[src/rtl/sksq_ram.sv]
// Generic simple dual-port RAM: one write port, one read port with a
// registered read. No dependencies.
`timescale 1ns / 1ps

module sksq_ram #(
  parameter int WIDTH = 8,
  parameter int DEPTH = 16
) (
  input  logic                     clk,
  input  logic                     we,
  input  logic [$clog2(DEPTH)-1:0] waddr,
  input  logic [WIDTH-1:0]         wdata,
  input  logic [$clog2(DEPTH)-1:0] raddr,
  output logic [WIDTH-1:0]         rdata
);

  logic [WIDTH-1:0] mem [DEPTH];

  always_ff @(posedge clk) begin
    if (we) begin
      mem[waddr] <= wdata;
    end
    rdata <= mem[raddr];
  end

endmodule

[config.mk]
export PLATFORM = sky130hd
export DESIGN_NAME = sksq_ram
export DESIGN_NICKNAME = d
export VERILOG_FILES = /design/src/rtl/sksq_ram.sv
export SDC_FILE = /design/constraint.sdc
export NUM_CORES = 1
export LEC_CHECK = 0
export ABC_CLOCK_PERIOD_IN_PS = 1700
export BUFFER_PORTS_ARGS = -buffer_cell sky130_fd_sc_hd__buf_2
export CAP_MARGIN = 25
export CORE_UTILIZATION = 54
export CTS_CLUSTER_DIAMETER = 30
export CTS_CLUSTER_SIZE = 25
export DETAILED_ROUTE_END_ITERATION = 10
export HOLD_SLACK_MARGIN = 0.06
export PLACE_DENSITY = 0.74
export SETUP_SLACK_MARGIN = 0.3
export SLEW_MARGIN = 40
export SYNTH_ARGS = -nofsm -noshare
export SYNTH_HDL_FRONTEND = slang
export SYNTH_SLANG_ARGS = --single-unit
[constraint.sdc]
create_clock -name clk -period 1.7 [get_ports clk]
set_input_delay 0.17 -clock clk [delete_from_list [all_inputs] [get_ports clk]]
set_output_delay 0.17 -clock clk [all_outputs]
set_load 0.03 [all_outputs]
==> flow_summary.toml, run 1 <==
[power]
vdd_drop_max_v = 0.0007850
p_comb_frac = 0.054
p_per_area_nw_per_um2 = 1228
p_leak_uw = 0.002124
p_sw_uw = 1618
internal_power_uw = 6020
swShare = 0.2118
p_clk_frac = 0.452
seqPwrFrac = 0.494

[clock_network]
clkLatencyLatePin_ns = 0.50
numCtsBuffers = 17
clk_pin_slew_ns = 0.06
clock_path_buffers = 2
cts_num_sinks = 136
cts_max_level = 4
cts-root-buf = "clkbuf_8"
cts_tree = "yes"

[sta]
rsz0062_at_grt = "no"
relSlewSlack = 0.7079
period_needed_ns = 1.346
finalHoldViolCount = 0
setup_tns_ns = 0
fin_crit_sh = 0.7920
finClkSkew_ns = 0.007448
setup_violations = 0
worstMarginPinSlew_ns = 0.4382
finalMaxSlewViolations = 0
maxClockFrequency_mhz = 742.7

[floorplanning]
dieArea_um2 = 9927
core_area_um2 = 9240
num_rows = 35
start_util = 0.5571
die_w_um = 99.64
io_pins = 26
dieHeight_um = 99.64

[logic_synthesis]
synthesis.nets = 247
synth-seq-cells = 136
synth_most_common_cell = "edfxtp_1"
async_flop_share = 0
ys_top_cells_by_count = "edfxtp_1, mux4_2, a22oi_1, mux4_1, nor2_1"
yosys.cell_types.count = 19
ys.flop_type = "edfxtp_1"
ys_warn_count = 0
synth.avg_cell_area_um2 = 22.48
yosys.area.top_type = "edfxtp_1"
ys_seq_area_frac = 0.7778
yosysTopAreaCellShare = 0.7467
synth_edf_count = 128
synth_area_leaders = "edfxtp_1, mux4_2, mux4_1"
syn_inst = 229
syn_area_um2 = 5147

[worst_hold_path]
worstHoldPathType = "in -> reg"

[routing]
drt_pass1_iterations = 4
wl_mm = 9.544
vias = 2469
drt_iter0_markers = 198
drc = 0
wl_met3_um = 391
ant_nets = 0
dr_wl_met2_mm = 4.983
drt-met1-wl_mm = 4.032
vias_per_cell = 5.663
post_drt_wl_per_cell_um = 21.89
highest_layer = "met4"

[global_route]
grt_max_degree = 20
grtUsageTotal = 0.2181
first_global_vias = 2580
antenna_found_initial = 0
grt_overflow = 0
grt_pass1_wl_mm = 14.83

[critical_path]
cp_data_arrival_time_ns = 1.72
cp_data_required_time_ns = 2.08
cp_max_fo = 1
setup.worst_path.start_class = "flop"
crit_type = "reg -> reg"
cp-end-kind = "flop"

[placement]
place_area_um2 = 5550
gp_congestion = 0.7075
numPortBuffers = 25
dpl.hpwl_mm = 6.032

[final_layout]
syn2layout_area_growth_pct = 20.81
drive_gt1_frac = 0.3420
n_antenna_cell = 0
design_area_um2 = 6218
final_util = 0.6730
num-nets-final = 312

[outcome]
status = "finished clean"

[run]
maxCapViolations = 0
final timing paths:
kind	start	cells past startpoint	endpoint	slack [ns]
min reg2reg	mem[7][1]$_DFFE_PP_	3	rdata[1]$_DFF_P_	0.67
max reg2reg	mem[1][5]$_DFFE_PP_	3	rdata[5]$_DFF_P_	0.35
min	waddr[0]	3	mem[0][7]$_DFFE_PP_	0.24
max	mem[1][5]$_DFFE_PP_	3	rdata[5]$_DFF_P_	0.35
flip-flops by register name, summed over array words and instances, names as in the netlist:
signal  flops
rdata       8
mem       128
power groups by stage:
stage          logic (uW)  clock network [uW]  registers [uW]
2_1_floorplan         191                   0            3880
3_3_place_gp          381                   0            3840
3_5_place_dp          391                   0            3850
4_1_cts               411                3500            3780
5_1_grt               442                3650            3780
6_report              410                3450            3780
per-stage QoR:
step	hold WS (ns)	total power [uW]	setup WS (ns)	std cells
6_report	0.2390	7637	0.3535	436
5_1_grt	0.2248	7872	0.3095	436
4_1_cts	0.2121	7687	0.3212	436
3_5_place_dp	0.5572	4237	0.1043	396
3_3_place_gp	0.5519	4223	0.1377	396
2_1_floorplan	0.2689	4070	0.2639	229
cell type report:
| type | count | area (um2) |
|---|---|---|
| clock buffer | 18 | 417.9 |
| clock inverter | 14 | 148.9 |
| fill | 589 | 3022 |
| multi-input combinational | 83 | 1084 |
| sequential | 136 | 4004 |
| tap | 129 | 161.4 |
| timing repair buffer | 56 | 402.9 |
layer usage:
layer,vias to the layer above,GRT usage
met3,11,0.05622
met4,0,0.07353
met5,-,0
met1,1280,0.2896
li1,1103,-
met2,75,0.3568
logic make-up (layout without fill, tap and decap cells):
kind of cell / Yosys count / count (layout) / share of synthesized area
flip-flops: 136 / 136 / 0.7778
AND/OR/NAND/NOR: 35 / 35 / 0.03184
multiplexers: 32 / 32 / 0.1502
AO/OA/AOI/OAI: 16 / 16 / 0.02334
buffers and inverters: 10 / 88 / 0.01677
worst max-delay path, stage by stage (launching register included):
cell and delay [ns]:
edfxtp_1 0.36, mux4_1 0.54, a22oi_2 0.24, nand2_1 0.09
placed cells by master (no fill, tap or decap), types with 8 or more instances in the layout:
| cell type | synthesis | routed |
|---|---|---|
| a22oi_1 | 16 | 11 |
| buf_2 | 3 | 25 |
| buf_4 | 1 | 21 |
| clkbuf_16 | 0 | 16 |
| dfxtp_1 | 8 | 8 |
| dlygate4sd3_1 | 0 | 8 |
| edfxtp_1 | 128 | 128 |
| mux4_1 | 14 | 13 |
| mux4_2 | 18 | 19 |
| nand2_1 | 9 | 9 |
| nor2_1 | 13 | 13 |
what timing repair did:
| item | 4_1_cts | 5_1_grt |
|---|---|---|
| resized for setup | 2 | 4 |
| buffers inserted | 0 | 0 |
| endpoints found under the setup margin | 2 | 4 |
| endpoints found under the hold margin | 119 | 0 |
| hold buffers | 8 | 0 |
No activity file was read; power rests on OpenSTA's default activity.
==> inputs of run 2 (changes only) <==
--- a/config.mk
+++ b/config.mk
@@ -5,7 +5,7 @@
 export SDC_FILE = /design/constraint.sdc
 export NUM_CORES = 1
 export LEC_CHECK = 0
-export ABC_CLOCK_PERIOD_IN_PS = 1700
+export ABC_CLOCK_PERIOD_IN_PS = 1160
 export BUFFER_PORTS_ARGS = -buffer_cell sky130_fd_sc_hd__buf_2
 export CAP_MARGIN = 25
 export CORE_UTILIZATION = 54
==> constraint.sdc (replaced) <==
create_clock -name clk -period 1.16 [get_ports clk]
set_input_delay 0.116 -clock clk [delete_from_list [all_inputs] [get_ports clk]]
set_output_delay 0.116 -clock clk [all_outputs]
set_load 0.03 [all_outputs]
==> run 2 against run 1 <==
Fmax rose by 2.9%. Sequential power rose by 47%. Register-to-register slack got worse by 0.50 ns. Cell count rose by 1.8%. Clock power rose by 71%. Largest cell class unchanged. The run now ends with negative setup slack left. Combinational power rose by 86%. Highest routed layer unchanged. Clock-buffer cell count rose by 2. Clock skew fell by 0.0023 ns. Critical path depth did not move.
==> flow_summary.toml, run 2 (same netlist as run 1, synthesis figures left out) <==
[outcome]
status = "finished with violations"
violations = "negative setup slack"

[critical_path]
cp-end-kind = "flop"
timing.rr.end = "rdata[5]$_DFF_P_"
r2r-start = "mem[3][5]$_DFFE_PP_"
endpoint = "rdata[5]$_DFF_P_"
crit_type = "reg -> reg"
cp.depth = 3
path_buf_inv = 0
cp_data_required_time_ns = 1.55
setup.worst_path.start_class = "flop"
cp_max_fo = 1
reg2regPathDepth = 3
crit_start = "mem[3][5]$_DFFE_PP_"
worst-r2r-setup-slack_ns = -0.15
cp_data_arrival_time_ns = 1.70
max_stage_delay_ns = 0.53
worstPathCellList = "mux4_2, a22oi_2, nand2_1"
critical-path-top-delay-family = "multiplexers"
critPathSlowestCell = "mux4_2"

[routing]
drt_iter0_markers = 106
drc = 0
wl_mm = 10.06
ant_nets = 0
post_drt_wl_per_cell_um = 22.66
drt_pass1_iterations = 4
vias_per_cell = 5.608
vias = 2490

[placement]
place_inst = 404
pre_cts_ws_ns = -0.3303
gp_congestion = 0.7625
dpl.hpwl_mm = 6.141
place_area_um2 = 5884
numPortBuffers = 25

[clock_network]
clkLatencyLatePin_ns = 0.51
clk_pin_slew_ns = 0.06
cts-root-buf = "clkbuf_8"
cts_tree = "yes"
numCtsBuffers = 17
cts_num_sinks = 136
cts_max_level = 4
clock_path_buffers = 2

[global_route]
grtUsageTotal = 0.2266
grt_max_degree = 22
grt_overflow = 0
antenna_found_initial = 0
first_global_vias = 2679
grt_pass1_wl_mm = 15.32

[sta]
setup_ws_ns = -0.1480
finalMaxSlewViolations = 0
worstMarginPinSlew_ns = 0.7944
hold_slack_ns = 0.1702
period_needed_ns = 1.308
finClkSkew_ns = 0.005138
maxClockFrequency_mhz = 764.5
rsz0062_at_grt = "yes"
finalHoldViolCount = 0
fin_crit_sh = 1.128
setup_violations = 8
relSlewSlack = 0.4693

[final_layout]
regMostFlops = "mem"
final_common_cell = "edfxtp_1"
drive_gt1_frac = 0.4857
reg_top3 = "mem x128, rdata x8"
largest_register_ffs = 128
design_area_um2 = 6716
syn2layout_area_growth_pct = 30.48
num-nets-final = 320
fillers = 534
stdcell_count = 444
final_cell_mix = "edfxtp_1, mux4_2, buf_2, buf_12, clkbuf_16"
n_antenna_cell = 0

[floorplanning]
dieHeight_um = 99.64
num_rows = 35
die_w_um = 99.64
dieArea_um2 = 9927
core_area_um2 = 9240
io_pins = 26
start_util = 0.5571

[power]
vdd_drop_max_v = 0.001070
p_leak_uw = 0.002240
p_per_area_nw_per_um2 = 1818
finalPower_uw = 12210

[run]
maxCapViolations = 0

[worst_hold_path]
worstHoldPathType = "in -> reg"
## run 2: worst min-delay path, cell delays in order
cell and delay, ns:
buf_2 0.16, mux4_2 0.24, a22oi_2 0.06, nand2_1 0.07
## run 2: layer usage
metal / vias up / track usage / wire length [um]
li1: 1108 / - / -
met1: 1286 / 0.2859 / 4037
met2: 84 / 0.3825 / 5356
met3: 12 / 0.05341 / 527
met4: 0 / 0.09276 / 138
met5: - / 0 / 0
## run 2: area by class of cell
class | instances | area [um2] | area share
clock buffers | 20 | 425.4 | 0.06334
flip-flops and latches | 136 | 4013 | 0.5974
multi-input cells | 83 | 1190 | 0.1772
clock inverters | 12 | 226.5 | 0.03372
repair buffers | 64 | 700.7 | 0.1043
well taps | 129 | 161.4 | 0.02403
## run 2: power breakdown
part           internal [uW]  switching [uW]
clock network           3930            1970
registers               5500            41.4
logic                    361             402
total                   9790            2420
## run 2: how the worst min path moves through the flow
stage / startpoint / to / depth (start not counted)
after global placement: wdata[1] / mem[5][1]$_DFFE_PP_ / 1
final: raddr[1] / rdata[0]$_DFF_P_ / 4
after detailed placement: wdata[6] / mem[13][6]$_DFFE_PP_ / 1
after floorplan: wdata[0] / mem[0][0]$_DFFE_PP_ / 0
after CTS: raddr[1] / rdata[0]$_DFF_P_ / 4
after global routing: raddr[1] / rdata[7]$_DFF_P_ / 4
## run 2: repair_timing
item | in CTS | in global routing
hold endpoints to repair | 128 | 0
setup endpoints to repair | 16 | 16
buffers inserted | 0 | 0
hold buffers | 8 | 0
gates resized for setup | 33 | 0
pin swaps | 2 | 2
## run 2: metrics by stage
step,utilization,TNS [ns]
after floorplan,-,-0.5959
after global placement,0.6368,-11.50
after detailed placement,0.6368,-13.25
after CTS,0.7269,-0.8023
after global routing,0.7269,-1.075
final,0.7269,-0.7073
==> inputs of run 3 (changes only) <==
--- a/config.mk
+++ b/config.mk
@@ -8,12 +8,11 @@
 export ABC_CLOCK_PERIOD_IN_PS = 1160
 export BUFFER_PORTS_ARGS = -buffer_cell sky130_fd_sc_hd__buf_2
 export CAP_MARGIN = 25
-export CORE_UTILIZATION = 54
+export CORE_UTILIZATION = 40
 export CTS_CLUSTER_DIAMETER = 30
 export CTS_CLUSTER_SIZE = 25
 export DETAILED_ROUTE_END_ITERATION = 10
 export HOLD_SLACK_MARGIN = 0.06
-export PLACE_DENSITY = 0.74
 export SETUP_SLACK_MARGIN = 0.3
 export SLEW_MARGIN = 40
 export SYNTH_ARGS = -nofsm -noshare
==> run 3 against run 2 <==
The flow still finishes with violations (negative setup slack). Clock-buffer cell count decreased by 2. Sequential cell count unchanged. Worst hold slack lost 0.083 ns. Total power is 5.1% lower. Sequential power about the same. Combinational power barely moved.
==> flow_summary.toml, run 3 (same netlist as run 1, synthesis figures left out) <==
[outcome]
status = "finished with violations"
violations = "negative setup slack"

[clock_network]
numCtsBuffers = 17
cts_tree = "yes"
clock_path_buffers = 2
cts-root-buf = "clkbuf_16"
clk_pin_slew_ns = 0.06
cts_max_level = 4
hold_buffers = 0
clkLatencyLatePin_ns = 0.42
cts_num_sinks = 136

[routing]
ant_nets = 0
vias = 2440
wl_mm = 9.879
post_drt_wl_per_cell_um = 20.41
drt_iter0_markers = 152
drt_pass1_iterations = 4
vias_per_cell = 5.041
drc = 0

[floorplanning]
start_util = 0.4096
die_w_um = 115.4
dieArea_um2 = 13330
core_area_um2 = 12570
io_pins = 26
dieHeight_um = 115.4
num_rows = 41

[global_route]
grtUsageTotal = 0.1720
use_met2 = 0.2691
grt_overflow = 0
grtUsageMet1 = 0.2262
antenna_found_initial = 0
grt_max_degree = 20
grt_busiest_layer = "met2"
grt_pass1_wl_mm = 15.70
first_global_vias = 2713
use_met3 = 0.04916

[sta]
setup_ws_ns = -0.1139
worstMarginPinSlew_ns = 0.6961
setup_violations = 8
finalMaxSlewViolations = 0
finClkSkew_ns = 0.003341
relSlewSlack = 0.5342
period_needed_ns = 1.274
fin_crit_sh = 1.098
setup_tns_ns = -0.7484
finalHoldViolCount = 0
rsz0062_at_grt = "yes"
maxClockFrequency_mhz = 785.0

[critical_path]
cp_max_fo = 1
cp_data_required_time_ns = 1.45
crit_type = "reg -> reg"
reg2regPathDepth = 3
worst-r2r-setup-slack_ns = -0.11
setup.worst_path.start_class = "flop"
r2r-start = "mem[8][2]$_DFFE_PP_"
cp-end-kind = "flop"
cp_data_arrival_time_ns = 1.57
timing.rr.end = "rdata[2]$_DFF_P_"

[power]
p_leak_uw = 0.002215
finalPower_uw = 11580
seqPwrFrac = 0.479
p_sw_uw = 2381
p_per_area_nw_per_um2 = 1734
vdd_drop_max_v = 0.001051
p_comb_frac = 0.066
swShare = 0.2055
p_clk_frac = 0.456
internal_power_uw = 9203

[run]
maxCapViolations = 0

[final_layout]
n_antenna_cell = 0
largest_register_ffs = 128
final_common_cell = "edfxtp_1"
reg_top3 = "mem x128, rdata x8"
final_util = 0.5314
drive_gt1_frac = 0.5032
regMostFlops = "mem"
final_cell_mix = "edfxtp_1, mux4_2, clkbuf_16, buf_6, buf_12"
syn2layout_area_growth_pct = 29.75
stdcell_count = 484
num-nets-final = 317

[placement]
numPortBuffers = 25
dpl.hpwl_mm = 6.729
gp_congestion = 0.7176
place_inst = 450

[worst_hold_path]
worstHoldPathType = "in -> reg"
min_to = "mem[10][1]$_DFFE_PP_"
min_path_cells = 1
min_from = "wdata[1]"
==> run 3: metrics by stage <==
stage | hold WS [ns] | area (um2) | worst slack [ns]
floorplan | 0.2149 | 5273 | -0.05901
CTS | 0.06148 | 6638 | -0.1185
finish | 0.08747 | 6679 | -0.1139
global route | 0.07968 | 6679 | -0.1589
global placement | 0.5018 | 5948 | -0.3616
detailed placement | 0.5156 | 5948 | -0.4061
==> run 3: final cells by class <==
cell class                      count  area (um2)
Timing Repair Buffer               61       684.4
Fill cell                         964        5889
Tap cell                          172       215.2
Clock buffer                       18       429.2
Sequential cell                   136        4014
Clock inverter                     14       156.4
Multi-Input combinational cell     83        1180
==> run 3: repair_timing <==
item | in CTS | in global routing
gates cloned | 0 | 0
pin swaps | 6 | 4
resized for setup | 33 | 8
endpoints found under the setup margin | 27 | 38
buffers inserted | 1 | 1
==> run 3: critical path, cell delays in order (launching register included) <==
cell and delay, ns:
edfxtp_1 0.37, mux4_2 0.47, a22oi_2 0.21, nand2_2 0.09
==> run 3: worst max-delay path by stage <==
| stage | from | end | slack, ns | cells after the start |
|---|---|---|---|---|
| final | mem[8][2]$_DFFE_PP_ | rdata[2]$_DFF_P_ | -0.11 | 3 |
| after global routing | mem[11][2]$_DFFE_PP_ | rdata[2]$_DFF_P_ | -0.16 | 3 |
| after CTS | mem[0][7]$_DFFE_PP_ | rdata[7]$_DFF_P_ | -0.12 | 3 |
| after detailed placement | raddr[0] | rdata[0]$_DFF_P_ | -0.41 | 5 |
| after global placement | raddr[0] | rdata[0]$_DFF_P_ | -0.36 | 5 |
| after floorplan | waddr[2] | mem[0][0]$_DFFE_PP_ | -0.06 | 2 |
==> run 3: power groups by stage <==
stage	sequential (uW)	combinational (uW)	clock (uW)
after floorplan	5690	332	0
after global placement	5630	687	0
after detailed placement	5630	698	0
after CTS	5550	761	5390
after global routing	5550	814	5560
final	5540	760	5280
==> run 3: metal layers <==
layer,wire length [um],vias to the layer above
li1,-,1102
met1,4442,1270
met2,4925,53
met3,316,15
met4,195,0
met5,0,-
